--- src/rtl/core/tcw_pkg.sv ---
// Shared types, constants and helpers for the text console character writer.
// No dependencies; every module of the block imports it.
`timescale 1ns / 1ps
`default_nettype none

package tcw_pkg;

  localparam int COLUMNS    = 80;
  localparam int ROWS       = 25;
  localparam int CELL_COUNT = COLUMNS * ROWS;
  localparam int ADDR_W     = $clog2(CELL_COUNT);
  localparam int COL_W      = 7;
  localparam int ROW_W      = 5;
  localparam int IDX_W      = 11;
  localparam int CELL_W     = 16;

  localparam logic [COL_W-1:0]  LAST_COL   = COL_W'(COLUMNS - 1);
  localparam logic [ROW_W-1:0]  LAST_ROW   = ROW_W'(ROWS - 1);
  localparam logic [ROW_W:0]    ROW_END    = (ROW_W + 1)'(ROWS);
  localparam logic [ADDR_W-1:0] COPY_START = ADDR_W'(COLUMNS);
  localparam logic [ADDR_W-1:0] FILL_START = ADDR_W'((ROWS - 1) * COLUMNS);
  localparam logic [ADDR_W-1:0] LAST_CELL  = ADDR_W'(CELL_COUNT - 1);

  localparam logic [7:0] CH_NEWLINE   = 8'd10;
  localparam logic [7:0] CH_BACKSPACE = 8'd8;
  localparam logic [7:0] CH_BLANK     = 8'd32;

  localparam logic [1:0] OP_PRINT    = 2'd0;
  localparam logic [1:0] OP_WRITE_AT = 2'd1;
  localparam logic [1:0] OP_CLEAR    = 2'd2;
  localparam logic [1:0] OP_READ     = 2'd3;

  typedef struct packed {
    logic [1:0]  operation;
    logic [7:0]  character;
    logic [7:0]  attribute;
    logic [7:0]  column;
    logic [5:0]  row;
    logic [10:0] cell_index;
  } in_item_t;

  typedef struct packed {
    logic [COL_W-1:0] cursor_column;
    logic [ROW_W-1:0] cursor_row;
    logic [IDX_W-1:0] cursor_index;
    logic [15:0]      read_data;
    logic             scrolled;
  } out_item_t;

  typedef struct packed {
    logic              we;
    logic [ADDR_W-1:0] waddr;
    logic [CELL_W-1:0] wdata;
    logic              re;
    logic [ADDR_W-1:0] raddr;
  } mem_req_t;

  // Linear cell position: y * COLUMNS + x.
  function automatic logic [ADDR_W-1:0] cell_addr(input logic [ROW_W-1:0] y,
                                                  input logic [COL_W-1:0] x);
    logic [31:0] full;
    full = 32'(y) * 32'(COLUMNS) + 32'(x);
    return full[ADDR_W-1:0];
  endfunction

  // Cursor index as reported, kept to the result field width.
  function automatic logic [IDX_W-1:0] cursor_idx(input logic [ROW_W-1:0] y,
                                                  input logic [COL_W-1:0] x);
    logic [31:0] full;
    full = 32'(y) * 32'(COLUMNS) + 32'(x);
    return full[IDX_W-1:0];
  endfunction

endpackage

`default_nettype wire

--- src/rtl/core/tcw_ctrl.sv ---
// Console sequencer: cursor state, command decode, scroll copy and fill sweeps.
// Depends on tcw_pkg; drives the cell store through a mem_req_t bundle.
`timescale 1ns / 1ps
`default_nettype none

module tcw_ctrl import tcw_pkg::*; (
  input  logic              clk,
  input  logic              rst_n,
  input  logic              start,
  output logic              busy,
  input  in_item_t          in_data,
  output logic              out_valid,
  output out_item_t         out_data,
  output mem_req_t          mem_req,
  input  logic [CELL_W-1:0] rd_data
);

  typedef enum logic [5:0] {
    S_IDLE  = 6'b000001,
    S_READ  = 6'b000010,
    S_COPY  = 6'b000100,
    S_DRAIN = 6'b001000,
    S_FILL  = 6'b010000,
    S_CLEAR = 6'b100000
  } state_t;

  state_t            state_r, state_nxt;
  logic [COL_W-1:0]  cur_x_r, cur_x_nxt;
  logic [ROW_W-1:0]  cur_y_r, cur_y_nxt;
  logic [7:0]        last_attr_r, last_attr_nxt;
  logic [7:0]        fill_attr_r, fill_attr_nxt;
  logic [ADDR_W-1:0] ptr_r, ptr_nxt;
  logic              pend_r, pend_nxt;
  logic [ADDR_W-1:0] wr_addr_r, wr_addr_nxt;
  logic              oob_r, oob_nxt;
  logic              out_valid_r, out_valid_nxt;
  out_item_t         out_r, out_nxt;

  logic [COL_W-1:0]  nx;
  logic [ROW_W:0]    ny;
  logic [15:0]       rdata;
  logic              scr;

  always_comb begin
    state_nxt     = state_r;
    cur_x_nxt     = cur_x_r;
    cur_y_nxt     = cur_y_r;
    last_attr_nxt = last_attr_r;
    fill_attr_nxt = fill_attr_r;
    ptr_nxt       = ptr_r;
    pend_nxt      = 1'b0;
    wr_addr_nxt   = wr_addr_r;
    oob_nxt       = oob_r;
    out_valid_nxt = 1'b0;
    rdata         = '0;
    scr           = 1'b0;
    mem_req       = '0;
    nx            = cur_x_r;
    ny            = {1'b0, cur_y_r};

    unique case (state_r)
      S_IDLE: begin
        if (start) begin
          unique case (in_data.operation)
            OP_PRINT: begin
              priority if (in_data.character == CH_NEWLINE) begin
                nx = '0;
                ny = ny + 1'b1;
              end else if (in_data.character == CH_BACKSPACE) begin
                if (cur_x_r != '0) begin
                  nx = cur_x_r - 1'b1;
                end else if (cur_y_r != '0) begin
                  nx = LAST_COL;
                  ny = ny - 1'b1;
                end
                mem_req.we    = 1'b1;
                mem_req.waddr = cell_addr(ny[ROW_W-1:0], nx);
                mem_req.wdata = {in_data.attribute, CH_BLANK};
                last_attr_nxt = in_data.attribute;
              end else begin
                mem_req.we    = 1'b1;
                mem_req.waddr = cell_addr(cur_y_r, cur_x_r);
                mem_req.wdata = {in_data.attribute, in_data.character};
                last_attr_nxt = in_data.attribute;
                if (cur_x_r == LAST_COL) begin
                  nx = '0;
                  ny = ny + 1'b1;
                end else begin
                  nx = cur_x_r + 1'b1;
                end
              end
              if (ny == ROW_END) begin
                // past the bottom: copy rows up, then blank the last row
                cur_x_nxt = '0;
                cur_y_nxt = LAST_ROW;
                ptr_nxt   = COPY_START;
                state_nxt = S_COPY;
              end else begin
                cur_x_nxt     = nx;
                cur_y_nxt     = ny[ROW_W-1:0];
                out_valid_nxt = 1'b1;
              end
            end
            OP_WRITE_AT: begin
              if (in_data.column < COLUMNS && in_data.row < ROWS) begin
                mem_req.we    = 1'b1;
                mem_req.waddr = cell_addr(in_data.row[ROW_W-1:0],
                                          in_data.column[COL_W-1:0]);
                mem_req.wdata = {in_data.attribute, in_data.character};
                last_attr_nxt = in_data.attribute;
              end
              out_valid_nxt = 1'b1;
            end
            OP_CLEAR: begin
              cur_x_nxt     = '0;
              cur_y_nxt     = '0;
              fill_attr_nxt = in_data.attribute;
              ptr_nxt       = '0;
              state_nxt     = S_CLEAR;
            end
            OP_READ: begin
              mem_req.re    = 1'b1;
              mem_req.raddr = ADDR_W'(in_data.cell_index);
              oob_nxt       = (in_data.cell_index >= CELL_COUNT);
              state_nxt     = S_READ;
            end
          endcase
        end
      end
      S_READ: begin
        rdata         = oob_r ? '0 : rd_data;
        out_valid_nxt = 1'b1;
        state_nxt     = S_IDLE;
      end
      S_COPY: begin
        // read ahead one cell; write the previous read one row lower in address
        mem_req.re    = 1'b1;
        mem_req.raddr = ptr_r;
        pend_nxt      = 1'b1;
        wr_addr_nxt   = ptr_r - COPY_START;
        if (pend_r) begin
          mem_req.we    = 1'b1;
          mem_req.waddr = wr_addr_r;
          mem_req.wdata = rd_data;
        end
        if (ptr_r == LAST_CELL) begin
          state_nxt = S_DRAIN;
        end else begin
          ptr_nxt = ptr_r + 1'b1;
        end
      end
      S_DRAIN: begin
        mem_req.we    = 1'b1;
        mem_req.waddr = wr_addr_r;
        mem_req.wdata = rd_data;
        ptr_nxt       = FILL_START;
        state_nxt     = S_FILL;
      end
      S_FILL: begin
        mem_req.we    = 1'b1;
        mem_req.waddr = ptr_r;
        mem_req.wdata = {last_attr_r, CH_BLANK};
        if (ptr_r == LAST_CELL) begin
          scr           = 1'b1;
          out_valid_nxt = 1'b1;
          state_nxt     = S_IDLE;
        end else begin
          ptr_nxt = ptr_r + 1'b1;
        end
      end
      S_CLEAR: begin
        mem_req.we    = 1'b1;
        mem_req.waddr = ptr_r;
        mem_req.wdata = {fill_attr_r, CH_BLANK};
        if (ptr_r == LAST_CELL) begin
          out_valid_nxt = 1'b1;
          state_nxt     = S_IDLE;
        end else begin
          ptr_nxt = ptr_r + 1'b1;
        end
      end
      default: begin
        state_nxt = S_IDLE;
      end
    endcase

    out_nxt.cursor_column = cur_x_nxt;
    out_nxt.cursor_row    = cur_y_nxt;
    out_nxt.cursor_index  = cursor_idx(cur_y_nxt, cur_x_nxt);
    out_nxt.read_data     = rdata;
    out_nxt.scrolled      = scr;
  end

  always_ff @(posedge clk) begin
    if (!rst_n) begin
      state_r     <= S_IDLE;
      cur_x_r     <= '0;
      cur_y_r     <= '0;
      last_attr_r <= '0;
      pend_r      <= 1'b0;
      out_valid_r <= 1'b0;
    end else begin
      state_r     <= state_nxt;
      cur_x_r     <= cur_x_nxt;
      cur_y_r     <= cur_y_nxt;
      last_attr_r <= last_attr_nxt;
      pend_r      <= pend_nxt;
      out_valid_r <= out_valid_nxt;
    end
  end

  always_ff @(posedge clk) begin
    fill_attr_r <= fill_attr_nxt;
    ptr_r       <= ptr_nxt;
    wr_addr_r   <= wr_addr_nxt;
    oob_r       <= oob_nxt;
    if (out_valid_nxt) begin
      out_r <= out_nxt;
    end
  end

  assign busy      = (state_r != S_IDLE);
  assign out_valid = out_valid_r;
  assign out_data  = out_r;

endmodule

`default_nettype wire

--- config.mk ---
export PLATFORM = sky130hd
export DESIGN_NAME = tcw_ctrl
export DESIGN_NICKNAME = d
export VERILOG_FILES = /design/src/rtl/core/tcw_pkg.sv /design/src/rtl/core/tcw_ctrl.sv
export SDC_FILE = /design/constraint.sdc
export NUM_CORES = 1
export LEC_CHECK = 0
export ABC_AREA = 0
export BUFFER_PORTS_ARGS = -buffer_cell sky130_fd_sc_hd__buf_2
export CAP_MARGIN = 20
export CORE_MARGIN = 2
export CORE_UTILIZATION = 30
export CTS_CLUSTER_SIZE = 14
export DETAILED_ROUTE_END_ITERATION = 6
export PLACE_DENSITY = 0.54
export SYNTH_ARGS = -nofsm -noshare
export SYNTH_HDL_FRONTEND = slang
export SYNTH_SLANG_ARGS = --single-unit
--- constraint.sdc ---
create_clock -name clk -period 9.43 [get_ports clk]
set_clock_uncertainty 0.05 [all_clocks]
set_input_delay 2.3575 -clock clk [delete_from_list [all_inputs] [get_ports clk]]
set_output_delay 2.3575 -clock clk [all_outputs]
set_load 0.05 [all_outputs]
# Yosys cells after proc, flatten, opt, wreduce, memory -nomap -nowiden
# Index checks and enable logic that the tools add are counted.
# W data, S select, Z words.
# totals
regBits,99
output_inout_bits,82
input_bits,62
word_cells,131
# op_classes
bitwise_logic,1
mul,4
eq_ne,24
magnitude_cmp,3
n_mux,60
addsub,10
n_reduce_logical,14
# op_table
operator,count
$pmux W28 S5,1
$mux W6,17
$mux W7,13
$mux W28,3
$pmux W28 S2,1
$add A11 B7 Y11,4
$mux W40,1
$mux W11,3
$pmux W11 S3,1
$mul A5 B3 Y7 const B,4
$mux W27,1
$pmux W12 S2,1
$pmux W6 S4,1
$pmux W11 S2,1
$pmux W6 S3,1
$eq A8 B4 Y1 const B,2
$mux W8,2
$pmux W8 S2,1
$mux W5,3
$reduce_and A5 Y1,3
$pmux W7 S2,1
$eq A6 B5 Y1 const B,2
$mux W12,1
$add A11 B1 Y11 const B,1
37 further kinds,47

# Longest topological paths before layout
# Gate-level depths: netlist of run 1.
# depth
depth_word,20
mapped_depth,18
mapped_depth_nobuf,17

# Least setup slack after synthesis of run 1
# Ideal clock, no wire load.
# synth_path
path_kind,in2out
startpoint,input in_data[12] (netlist bit)
endpoint,output mem_req[38] (netlist bit)
arrival_ns,5.048
slack_ns,1.974
required_ns,7.023
stages,10
n_path_buf,0
path_cell_list,ha_1 > ha_1 > inv_1 > fa_1 > nor3_1 > xnor2_1 > xnor2_1 > nor2_1 > a221oi_1 > o21ai_0
# synth_rtl
element,line,source
from (decl),tcw_ctrl.sv:11,"input in_item_t in_data,"
to (decl),tcw_ctrl.sv:14,"output mem_req_t mem_req,"

==> results of run 1 <==
final cells by class:
type / instances / share of cell area
clock buffer: 9 / 0.0287
antenna: 2 / 0.000637
timing repair buffer: 150 / 0.100
tap: 280 / 0.0446
inverter: 32 / 0.0153
multi-input combinational: 500 / 0.469
clock inverter: 7 / 0.0145
sequential: 95 / 0.327
sequential cells by signal, indices dropped and copies added, names as in the netlist, 5 cells and up:
signal and count:
wr_addr_r 11, out_data 36, cur_x_r 7, last_attr_r 8, ptr_r 11, cur_y_r 5, state_r 6, fill_attr_r 8
cell families (layout without fill, tap and decap cells):
| kind of cell | after synthesis | in the layout | synth area share |
|---|---|---|---|
| buf+inv | 69 | 198 | 0.0491 |
| other cells | 0 | 2 | 0 |
| xor+xnor | 49 | 49 | 0.0653 |
| compound gates | 161 | 161 | 0.177 |
| fa+ha+maj | 57 | 57 | 0.118 |
| mux | 10 | 10 | 0.0154 |
| simple gates | 223 | 223 | 0.184 |
| flops | 95 | 95 | 0.391 |
routing by layer:
| layer | vias to the layer above | global-route usage |
|---|---|---|
| li1 | 2688 | - |
| met1 | 2673 | 0.219 |
| met2 | 164 | 0.269 |
| met3 | 28 | 0.0285 |
| met4 | 0 | 0.0556 |
| met5 | - | 0 |
worst max-delay path by stage:
stage | from | to | cells after the start
2_1_floorplan | in_data[12] | mem_req[38] | 10
3_3_place_gp | in_data[33] | mem_req[33] | 8
3_5_place_dp | in_data[33] | mem_req[33] | 8
4_1_cts | cur_y_r[0] | mem_req[38] | 16
5_1_grt | cur_y_r[0] | mem_req[38] | 16
6_report | cur_y_r[0] | mem_req[38] | 16
Yosys cell counts, drive strengths merged, types with 8 or more instances:
library cell	instances	share of area
a21oi	29	0.022
clkbuf	20	0.011
a222oi	11	0.017
and3	15	0.015
o21ai	34	0.026
a21o	10	0.011
buf	17	0.019
nor3	12	0.012
inv	31	0.018
nor2	49	0.028
ha	49	0.093
and2	32	0.030
a22o	23	0.031
mux2i	9	0.014
nand2	52	0.030
edfxtp	67	0.31
dfxtp	28	0.085
fa	8	0.024
xor2	19	0.025
xnor2	30	0.040
nand3	17	0.015
a22oi	12	0.014
power groups by stage:
stage / Combinational, mW / Sequential (mW) / Clock, mW
2_1_floorplan: 0.0948 / 0.502 / 0
3_3_place_gp: 0.171 / 0.480 / 0
3_5_place_dp: 0.171 / 0.480 / 0
4_1_cts: 0.172 / 0.471 / 0.428
5_1_grt: 0.184 / 0.473 / 0.441
6_report: 0.171 / 0.471 / 0.419
critical path: stages, from the launching register on:
cell and delay, ps:
dfxtp_1 640, inv_1 140, ha_1 290, or4b_4 250, nand3_4 150, o21ai_0 470, ha_1 320, ha_1 230
inv_1 80, fa_1 490, or4_1 530, a21oi_1 150, a221oi_1 80, xnor2_1 170, a221oi_1 100, o21ai_0 250
buf_2 310
==> summary.md, run 1 <==
| Metric | Value |
|---|---|
| Max IR drop VDD | approximately 0.0001 V |
| Register area share after synthesis | 0.391 |
| Die Area | 23100 um^2 |
| Number of global-route vias before repair | 5389 |
| Worst slack, placed | around 2100 ps |
| Post-CTS Setup Bufs | 0 |
| Initial Util | 0.303 |
| Worst reg2reg startpoint | cur_y_r[0] |
| CTS tree | yes |
| Highest metal used | met4 |
| Setup TNS | 0 ps |
| Cells after DPL | 1056 |
| Syn_nets | around 800 |
| Via-per-instance ratio | 5.17 |
| Crit Path Max Fanout | 10 |
| Power Density | 135 nW/um^2 |
| Fmax | 135 MHz |
| Post-synthesis instance total | 664 |
| Sw Share | 0.291 |
| DRT iter0 DRCs | 410 |
| Final Cycle Share | 0.785 |
| Int Power | approximately 750 uW |
| Status | finished, final reports clean |
| Cell row count | 54 |
| Worst hold endpoint | last_attr_r[7] |
| Final Total Pwr | 1.06 mW |
| First-pass GRT wire length | 30300 um |
| Layout Cells excl Fill | 1075 |
| Final WL | about 19000 um |
| Min-delay src | last_attr_r[7] |
| Worst Setup Path Type | reg2out |
| Core area | ~22000 um^2 |
| Post-DP HPWL | 14500 um |
| Worst Path Required | ~7000 ps |
| Commonest non-fill, non-tap cell in the layout | buf_2 |
| FF-to-FF End | out_data[27] |
| Final Core Density | 0.362 |
| Drt wl/cell | around 18 um |
| Worst slew margin | 0.312 |
| Io pins | 144 |
| Number of synthesized register bits | 95 |
| Setup ws final | 2030 ps |
| Initial antenna violation count | 2 |
| Hold-fix buffer count after cts | 0 |
| Final net count | 907 |
| Max cap viols | 0 |
| Share of cells above drive strength 1 | 0.238 |
| CTS Buf Count | 9 |
| Synth Area per Inst | 9.90 um^2 |
| Die W | 152 um |
| Reg2reg setup slack | about 4700 ps |
| Synth unique cells | 70 |
| CTS root buf | clkbuf_16 |
| M1 WL | a little under 9000 um |
| Clock share of power | 0.395 |
| Endpoint kind of the worst setup timing path | output port |
| DR DRC count | 0 |
| TritonRoute pass-1 iters | 7 |
| Post-route cell area | 7860 um^2 |
| Resized cells post-CTS | 0 |
| # clock sinks | 95 |
| Reg2Reg Depth | 15 |
| Slew Viols, Final | 0 |
| RSZ-0062 raised after global routing | no |
| Async S/R FF share, synth | 0 |
| Area after DPL | 7490 um^2 |
| Yosys warning count | 0 |
| Pleak | 3.53 nW |
| Metal3 WL | around 870 um |
| Worst hold slack | around 450 ps |
| WL met2 | 8990 um |
| Clock transition at path regs | around 70 ps |
| Antenna Nets Post-Route | 0 |
| FILL cells | 2198 |
| Commonest cells after routing, fill and taps aside | buf_2 (143), edfxtp_1 (67), nand2_1 (50) |
| Total GRT Usage | 0.164 |
| Sequential share of power | 0.444 |
| Critical Path AT | 5000 ps |
| Worst Hold Depth | 2 |
| Final hold vios | 0 |
| Gr ovfl total | 0 |
| Placer Congestion | 0.887 |
| Total number of vias | 5553 |
| Largest net degree at the start of global routing | 38 |
| Height of the die | between 150 and 200 um |
| Area used by multi-input combinational logic | 3680 um^2 |
| Logic pwr share | 0.161 |
| Post-synth EDFFs | 67 |
| Netlist Area Pre-Place | 6570 um^2 |
| Synth-to-layout area growth | 19.6% |
| Reg area | between 2000 and 3000 um^2 |
| CP startpoint kind | flop |
| Worst-margin pin slew | 1030 ps |
| Crit path time final | 7400 ps |
| IO buf count | 143 |
| Clock buffer depth | 2 |
| Final setup fails | 0 |
| Synth Flop Type | edfxtp_1 |
| Class of the worst hold path | reg2reg |
| P_sw | 308 uW |
| H-tree lvl count | 3 |
| Clock latency on the worst-skew pair | around 360 ps |
Power figures use the tool's default switching activity.
==> run 2: changes to the inputs <==
Clock period 9.43 ns to 7.5 ns, I/O delays scaled along.
==> run 2 against run 1 <==
Against the previous run: non-clock buffer count is 2 higher; via count shrank 1.4%; final area hardly changed; critical path depth increased by 1; clock-buffer cell count rose by 2; critical endpoint unchanged; sequential cell count did not move.
==> summary.md, run 2 (synthesized netlist as in run 1, its figures left out) <==
| Metric | Value |
|---|---|
| Status | finished, final reports clean |
| Final setup fails | 0 (unchanged) |
| Largest register FFs | 36 (unchanged) |
| Post-DP HPWL | 14400 um (about the same) |
| Max IR drop VDD | 0.000108 V (+6.1%) |
| Reg2Reg Depth | 16 (+1) |
| Max cap viols | 0 (unchanged) |
| Synth-to-layout area growth | 19.6% (about the same) |
| Metal3 WL | 1010 um (+16%) |
| M1 WL | 8800 um (-0.20%) |
| Buffers & Inverters on Critical Path | 4 (+1) |
| Height of the die | 152 um (unchanged) |
| Crit-path max cell delay | 540 ps (-100 ps) |
| Critical path's top delay family | adder cells |
| FF-to-FF End | out_data[27] |
| Hold-fix buffer count after cts | 0 (unchanged) |
| Cell row count | 54 (unchanged) |
| Final WL | 19100 um (-0.52%) |
| Worst Path Required | 5580 ps (-1440 ps) |
| Int Power | 974 uW (+29%) |
| Sequential share of power | 0.441 (-0.003) |
| Crit Path Max Fanout | 9 (-1) |
| P_sw | 369 uW (+20%) |
| Largest net degree at the start of global routing | 38 (unchanged) |
| Commonest cells after routing, fill and taps aside | buf_2 (143), edfxtp_1 (67), nand2_1 (50) |
| Power Density | 171 nW/um^2 (+27%) |
| DRT iter0 DRCs | 449 (+9.5%) |
| Clock buffer depth | 2 (unchanged) |
| Critical Path AT | 4840 ps (-160 ps) |
| Initial antenna violation count | 2 (unchanged) |
| Logic pwr share | 0.160 (about the same) |
| First-pass GRT wire length | 30100 um (-0.64%) |
| Highest metal used | met4 |
| # clock sinks | 95 (unchanged) |
| Final net count | 909 (+0.22%) |
| Reg2reg setup slack | 2810 ps (-1930 ps) |
| DR DRC count | 0 (unchanged) |
| Critical path's slowest cell | nor4b_1 |
| Via-per-instance ratio | 5.08 (-1.6%) |
| Final Core Density | 0.362 (about the same) |
| CTS tree | yes |
| Placer Congestion | 0.844 (-4.8%) |
| Drt wl/cell | 17.7 um (-0.71%) |
| Share of cells above drive strength 1 | 0.238 (-0.000600) |
| Clock transition at path regs | 70 ps (about the same) |
| Die Area | 23100 um^2 (unchanged) |
| CTS Buf Count | 9 (unchanged) |
| Crit-path cells | inv_1 > ha_1 > nor4b_1 > nor2_1 > mux2i_1 > inv_1 > ha_1 > ha_1 > inv_1 > fa_1 > or4_1 > a21oi_1 > a221oi_1 > xnor2_1 > a221oi_1 > o21ai_0 > buf_2 |
| Pleak | 3.53 nW (about the same) |
| Setup TNS | 0 ps (unchanged) |
| Antenna Nets Post-Route | 0 (unchanged) |
| RSZ-0062 raised after global routing | no |
| Number of global-route vias before repair | 5258 (-2.4%) |
| TritonRoute pass-1 iters | 5 (-2) |
| Clock share of power | 0.399 (+0.004) |
| Worst reg2reg startpoint | cur_x_r[0] |
| Sw Share | 0.275 (-0.0156) |
| FILL cells | 2203 (+0.23%) |
| Io pins | 144 (unchanged) |
| Endpoint kind of the worst setup timing path | output port |
| Fmax | 148 MHz |
| CTS root buf | clkbuf_16 |
| Clock latency on the worst-skew pair | 360 ps (about the same) |
| Initial Util | 0.303 (unchanged) |
| H-tree lvl count | 3 (unchanged) |
| Worst Setup Path Type | reg2out |
| Crit path time final | 6770 ps |
| Total number of vias | 5474 (-1.4%) |
| Final hold vios | 0 (unchanged) |
| CP startpoint kind | flop |
| Worst Hold Depth | 2 (unchanged) |
| Die W | 152 um (unchanged) |
| Worst hold endpoint | last_attr_r[4] |
| Reg area | 2570 um^2 (unchanged) |
| Worst slew margin | 0.314 (+0.00254) |
| Post-CTS Setup Bufs | 0 (unchanged) |
| Area used by multi-input combinational logic | 3680 um^2 (unchanged) |
| Final Cycle Share | 0.902 |
| Gr ovfl total | 0 (unchanged) |
| Worst-margin pin slew | 1030 ps (-3.80 ps) |
| Commonest non-fill, non-tap cell in the layout | buf_2 |
| Core area | 21700 um^2 (unchanged) |
| Resized cells post-CTS | 0 (unchanged) |
| Min-delay src | last_attr_r[4] |
| WL met2 | 8890 um (-1.1%) |
| IO buf count | 143 (unchanged) |
| Class of the worst hold path | reg2reg |
| Slew Viols, Final | 0 (unchanged) |
| Total GRT Usage | 0.165 (+0.00158) |
[run 2: changes by cell type in the layout (fill, tap and decap cells not counted), sizes merged]
cell,before,now
inv,34,32
bufinv,2,3
clkinv,3,1
buf,150,152
clkbuf,9,11
clkinvlp,0,1
[run 2: how the worst max path moves through the flow]
stage / start / end / slack, ps / depth (start not counted)
5_1_grt: cur_y_r[0] / mem_req[38] / 320 / 16
4_1_cts: cur_y_r[0] / mem_req[38] / 680 / 16
2_1_floorplan: cur_y_r[0] / mem_req[38] / 850 / 17
3_3_place_gp: cur_y_r[0] / mem_req[38] / 1070 / 16
3_5_place_dp: cur_y_r[0] / mem_req[38] / 1080 / 16
6_report: cur_y_r[0] / mem_req[38] / 730 / 17
[run 2: routing by layer]
layer  vias to the layer above  GRT usage
met5                         -          0
met4                         0     0.0521
met3                        20     0.0297
li1                       2698          -
met2                       174      0.262
met1                      2582      0.230
[run 2: power by group through the flow]
stage,combinational (mW),sequential (mW),clock (mW)
finish,0.215,0.592,0.536
global route,0.234,0.594,0.565
CTS,0.217,0.592,0.548
detailed placement,0.216,0.604,0
global placement,0.215,0.603,0
floorplan,0.119,0.632,0
[run 2: cell type report]
type	instances	share of cell area
inverter	32	0.0153
clock buffer	11	0.0296
timing repair buffer	152	0.101
antenna	2	0.000637
clock inverter	5	0.0135
multi-input combinational	500	0.469
tap	280	0.0446
sequential	95	0.327
[run 2: worst register-to-register path: stages, from the launching register on]
cell and delay (ps):
dfxtp_1 380, inv_1 100, ha_1 200, nor3b_4 360
nand2_2 150, o21ai_0 170, o31ai_1 160, mux2_2 340
or4b_4 670, a32o_1 390, ha_1 220, ha_1 210
fa_1 390, xor2_1 240, nand3_1 120, xnor2_1 150
xnor2_1 130
[run 2: metrics by stage]
stage          power, mW  std cells  hold WS, ps  setup WS [ps]  instance area, um^2
6_report            1.34       1077          457            733                 7860
3_5_place_dp       0.820       1058          441           1080                 7500
5_1_grt             1.39       1077          486            318                 7860
2_1_floorplan      0.751        664          414            855                 6570
3_3_place_gp       0.819       1058          435           1070                 7500
4_1_cts             1.36       1074          459            678                 7840
==> run 3: changes to the inputs <==
Settings changed: ABC_AREA 0 to 1.
==> run 3 against run 2 <==
Against the previous run: non-clock buffer count shrank 8; first-iteration DRC count grew 5.6%; sequential share of layout area shrank 1.1 points; synthesized cell count grew 26%; highest routed layer unchanged; critical path type unchanged; total power grew 55%; critical endpoint unchanged; global-route usage shrank 0.76 points; die area grew 4.4%; clock-buffer cell count shrank 2.
==> summary.md, run 3 <==
| Metric | Value |
|---|---|
| Hold-fix buffer count after cts | 0 (unchanged) |
| Share of the synthesized area in the top cell type | 0.293 (-0.0132) |
| CTS tree | yes |
| Worst hold endpoint | wr_addr_r[3] |
| Class of the worst hold path | reg2reg |
| Via-per-instance ratio | 4.81 (-5.4%) |
| RSZ-0062 raised after global routing | no |
| Crit-path max cell delay | 570 ps (+30 ps) |
| Worst slew margin | 0.356 (+0.0416) |
| First-pass GRT wire length | 30200 um (+0.25%) |
| Die Area | 24100 um^2 (+4.4%) |
| Resized cells post-CTS | 0 (unchanged) |
| TritonRoute pass-1 iters | 5 (unchanged) |
| Clock latency on the worst-skew pair | 360 ps (about the same) |
| Worst-margin pin slew | 966 ps (-60.8 ps) |
| Clock buffer depth | 2 (unchanged) |
| Max IR drop VDD | 0.000155 V (+43%) |
| Most used cell, CP | nand2_1 |
| Final net count | 1090 (+20%) |
| Yosys warning count | 0 (unchanged) |
| Netlist Area Pre-Place | 6870 um^2 (+4.5%) |
| Initial antenna violation count | 0 (-2) |
| Final setup fails | 0 (unchanged) |
| Area leader, netlist | edfxtp_1 |
| Max cap viols | 0 (unchanged) |
| Fmax | 164 MHz (+11%) |
| Syn_nets | 956 (+22%) |
| Min-delay src | ptr_r[3] |
| Critical path's slowest cell | dfxtp_1 |
| FF-to-FF End | out_data[27] |
| Antenna Nets Post-Route | 0 (unchanged) |
| Synth-to-layout area growth | 18.3% |
| CP startpoint kind | flop |
| Initial Util | 0.304 (+0.00128) |
| Number of synthesized register bits | 95 (unchanged) |
| Synth Flop Type | edfxtp_1 |
| Post-synth EDFFs | 67 (unchanged) |
| Synth unique cells | 52 (-26%) |
| Total GRT Usage | 0.158 (-0.00756) |
| Largest register FFs | 36 (unchanged) |
| Die W | 155 um (+2.2%) |
| Status | finished, final reports clean |
| DR DRC count | 0 (unchanged) |
| # clock sinks | 95 (unchanged) |
| Post-CTS Setup Bufs | 0 (unchanged) |
| Slew Viols, Final | 0 (unchanged) |
| Height of the die | 155 um (+2.2%) |
| Crit Path Max Fanout | 9 (unchanged) |
| Synth area leaders | edfxtp_1 (29%), ha_1 (8.9%), dfxtp_1 (8.2%), nand2_1 (7.7%), inv_1 (6.7%) |
| Critical Path AT | 4180 ps (-660 ps) |
| Power Density | 256 nW/um^2 (+50%) |
| Endpoint kind of the worst setup timing path | output port |
| H-tree lvl count | 3 (unchanged) |
| Pleak | 3.94 nW (+12%) |
| Register area share after synthesis | 0.374 (-0.0169) |
| Number of diodes | 0 (-2) |
| Final Cycle Share | 0.814 (-0.0887) |
| Io pins | 144 (unchanged) |
| Cell row count | 55 (+1.9%) |
| Post-synthesis instance total | 837 (+26%) |
| Post-DP HPWL | 15100 um (+4.8%) |
| FILL cells | 2414 (+9.6%) |
| Placer Congestion | 0.884 (+4.8%) |
| Worst Path Required | 5580 ps (about the same) |
| Reg2Reg Depth | 18 (+2) |
| Synth Area per Inst | 8.21 um^2 (-17%) |
| CTS root buf | clkbuf_16 |
| Commonest non-fill, non-tap cell in the layout | buf_2 |
| Largest net degree at the start of global routing | 37 (-2.6%) |
| Number of global-route vias before repair | 5851 (+11%) |
| Top cells by count, synth | nand2_1 (141), inv_1 (123), nor2_1 (80) |
| Gr ovfl total | 0 (unchanged) |
| CTS Buf Count | 9 (unchanged) |
| Crit path time final | 6100 ps (-665 ps) |
| Final WL | 19100 um (+0.14%) |
| Worst Setup Path Type | reg2out |
| Drt wl/cell | 15.1 um (-14%) |
| Worst hold slack | 475 ps (+18.0 ps) |
| Final hold vios | 0 (unchanged) |
| Async S/R FF share, synth | 0 (unchanged) |
| Setup TNS | 0 ps (unchanged) |
| Share of cells above drive strength 1 | 0.219 (-0.0185) |
| Worst reg2reg startpoint | state_r[5] |
| Reg2reg setup slack | 3270 ps (+460 ps) |
| Worst Hold Depth | 0 (-2) |
| Core area | 22600 um^2 (+4.1%) |
| Clock transition at path regs | 80 ps (about the same) |
| Total number of vias | 6063 (+11%) |
| Count leader, synth | nand2_1 |
| DRT iter0 DRCs | 474 (+5.6%) |
| Commonest cells after routing, fill and taps aside | buf_2 (143), nand2_1 (141), inv_1 (123) |
| Crit-path cells | inv_1 > ha_1 > nand3_1 > nand2_4 > nand2_2 > nand2_1 > ha_1 > ha_1 > inv_1 > fa_1 > inv_1 > nand2_1 > nor2_1 > xor2_1 > xor2_1 > nand2_1 > o221ai_1 > nand2_1 > nand2_1 > buf_2 |
| CP startpoint | cur_y_r[0] |
| IO buf count | 143 (unchanged) |
[run 3: cell types whose count changed in the layout (fill, tap and decap cells not counted), sizes merged, moves of 15 or more]
cell,before,now
a21oi,29,47
a22o,23,0
and2,32,0
and3,15,0
inv,32,133
nand2,52,151
nand3,17,52
nor2,49,97
o21ai,34,51
xnor2,30,8
[run 3: worst max-delay path by stage]
stage | endpoint | slack (ps) | cells past startpoint
after detailed placement | mem_req[37] | 1490 | 12
final | mem_req[38] | 1400 | 20
after CTS | mem_req[38] | 1370 | 20
after global placement | mem_req[36] | 1550 | 12
after global routing | mem_req[38] | 1060 | 21
after floorplan | mem_req[22] | 1640 | 8
[run 3: critical path, delay by kind of cell, from the launching register on]
family	cells	cell delay [ps]
fa+ha+maj	4	1260
simple gates	9	900
buf+inv	4	650
flops	1	570
xor+xnor	2	380
compound gates	1	90
[run 3: per-layer routing]
layer,up-vias,track usage,wire length [um]
met5,-,0,0
met4,0,0.0476,367
met3,21,0.0301,790
met2,133,0.276,9510
met1,2806,0.198,8420
li1,3103,-,-
[run 3: kinds of logic after synthesis]
logic type      count (synthesis)  share of synthesized area
compound gates                154                      0.139
xor+xnor                       36                     0.0459
fa+ha+maj                      57                      0.113
buf+inv                       155                     0.0902
flops                          95                      0.374
simple gates                  340                      0.238
[run 3: cell type report]
class / count / area [um^2] / share of cell area
Multi-Input combinational cell: 587 / 3680 / 0.453
Sequential cell: 95 / 2570 / 0.317
Clock buffer: 9 / 225 / 0.0277
Tap cell: 285 / 357 / 0.0439
Inverter: 134 / 505 / 0.0622
Clock inverter: 7 / 57.6 / 0.00709
Timing Repair Buffer: 144 / 723 / 0.0890
[run 3: power breakdown]
part           internal (mW)  switching, mW  total (mW)
Sequential             0.697         0.0725       0.770
Combinational          0.213          0.659       0.872
Clock                  0.228          0.210       0.439
Total                   1.14          0.942        2.08
[run 3: per-stage QoR]
stage               std cells  instance area [um^2]  setup slack, ps  utilization  total power [mW]
floorplan                 837                  6870             1640            -              1.42
global placement         1245                  7840             1550        0.347              1.65
detailed placement       1245                  7840             1490        0.347              1.66
CTS                      1261                  8120             1370        0.360              2.10
global route             1261                  8120             1060        0.360              2.20
finish                   1261                  8120             1400        0.360              2.08
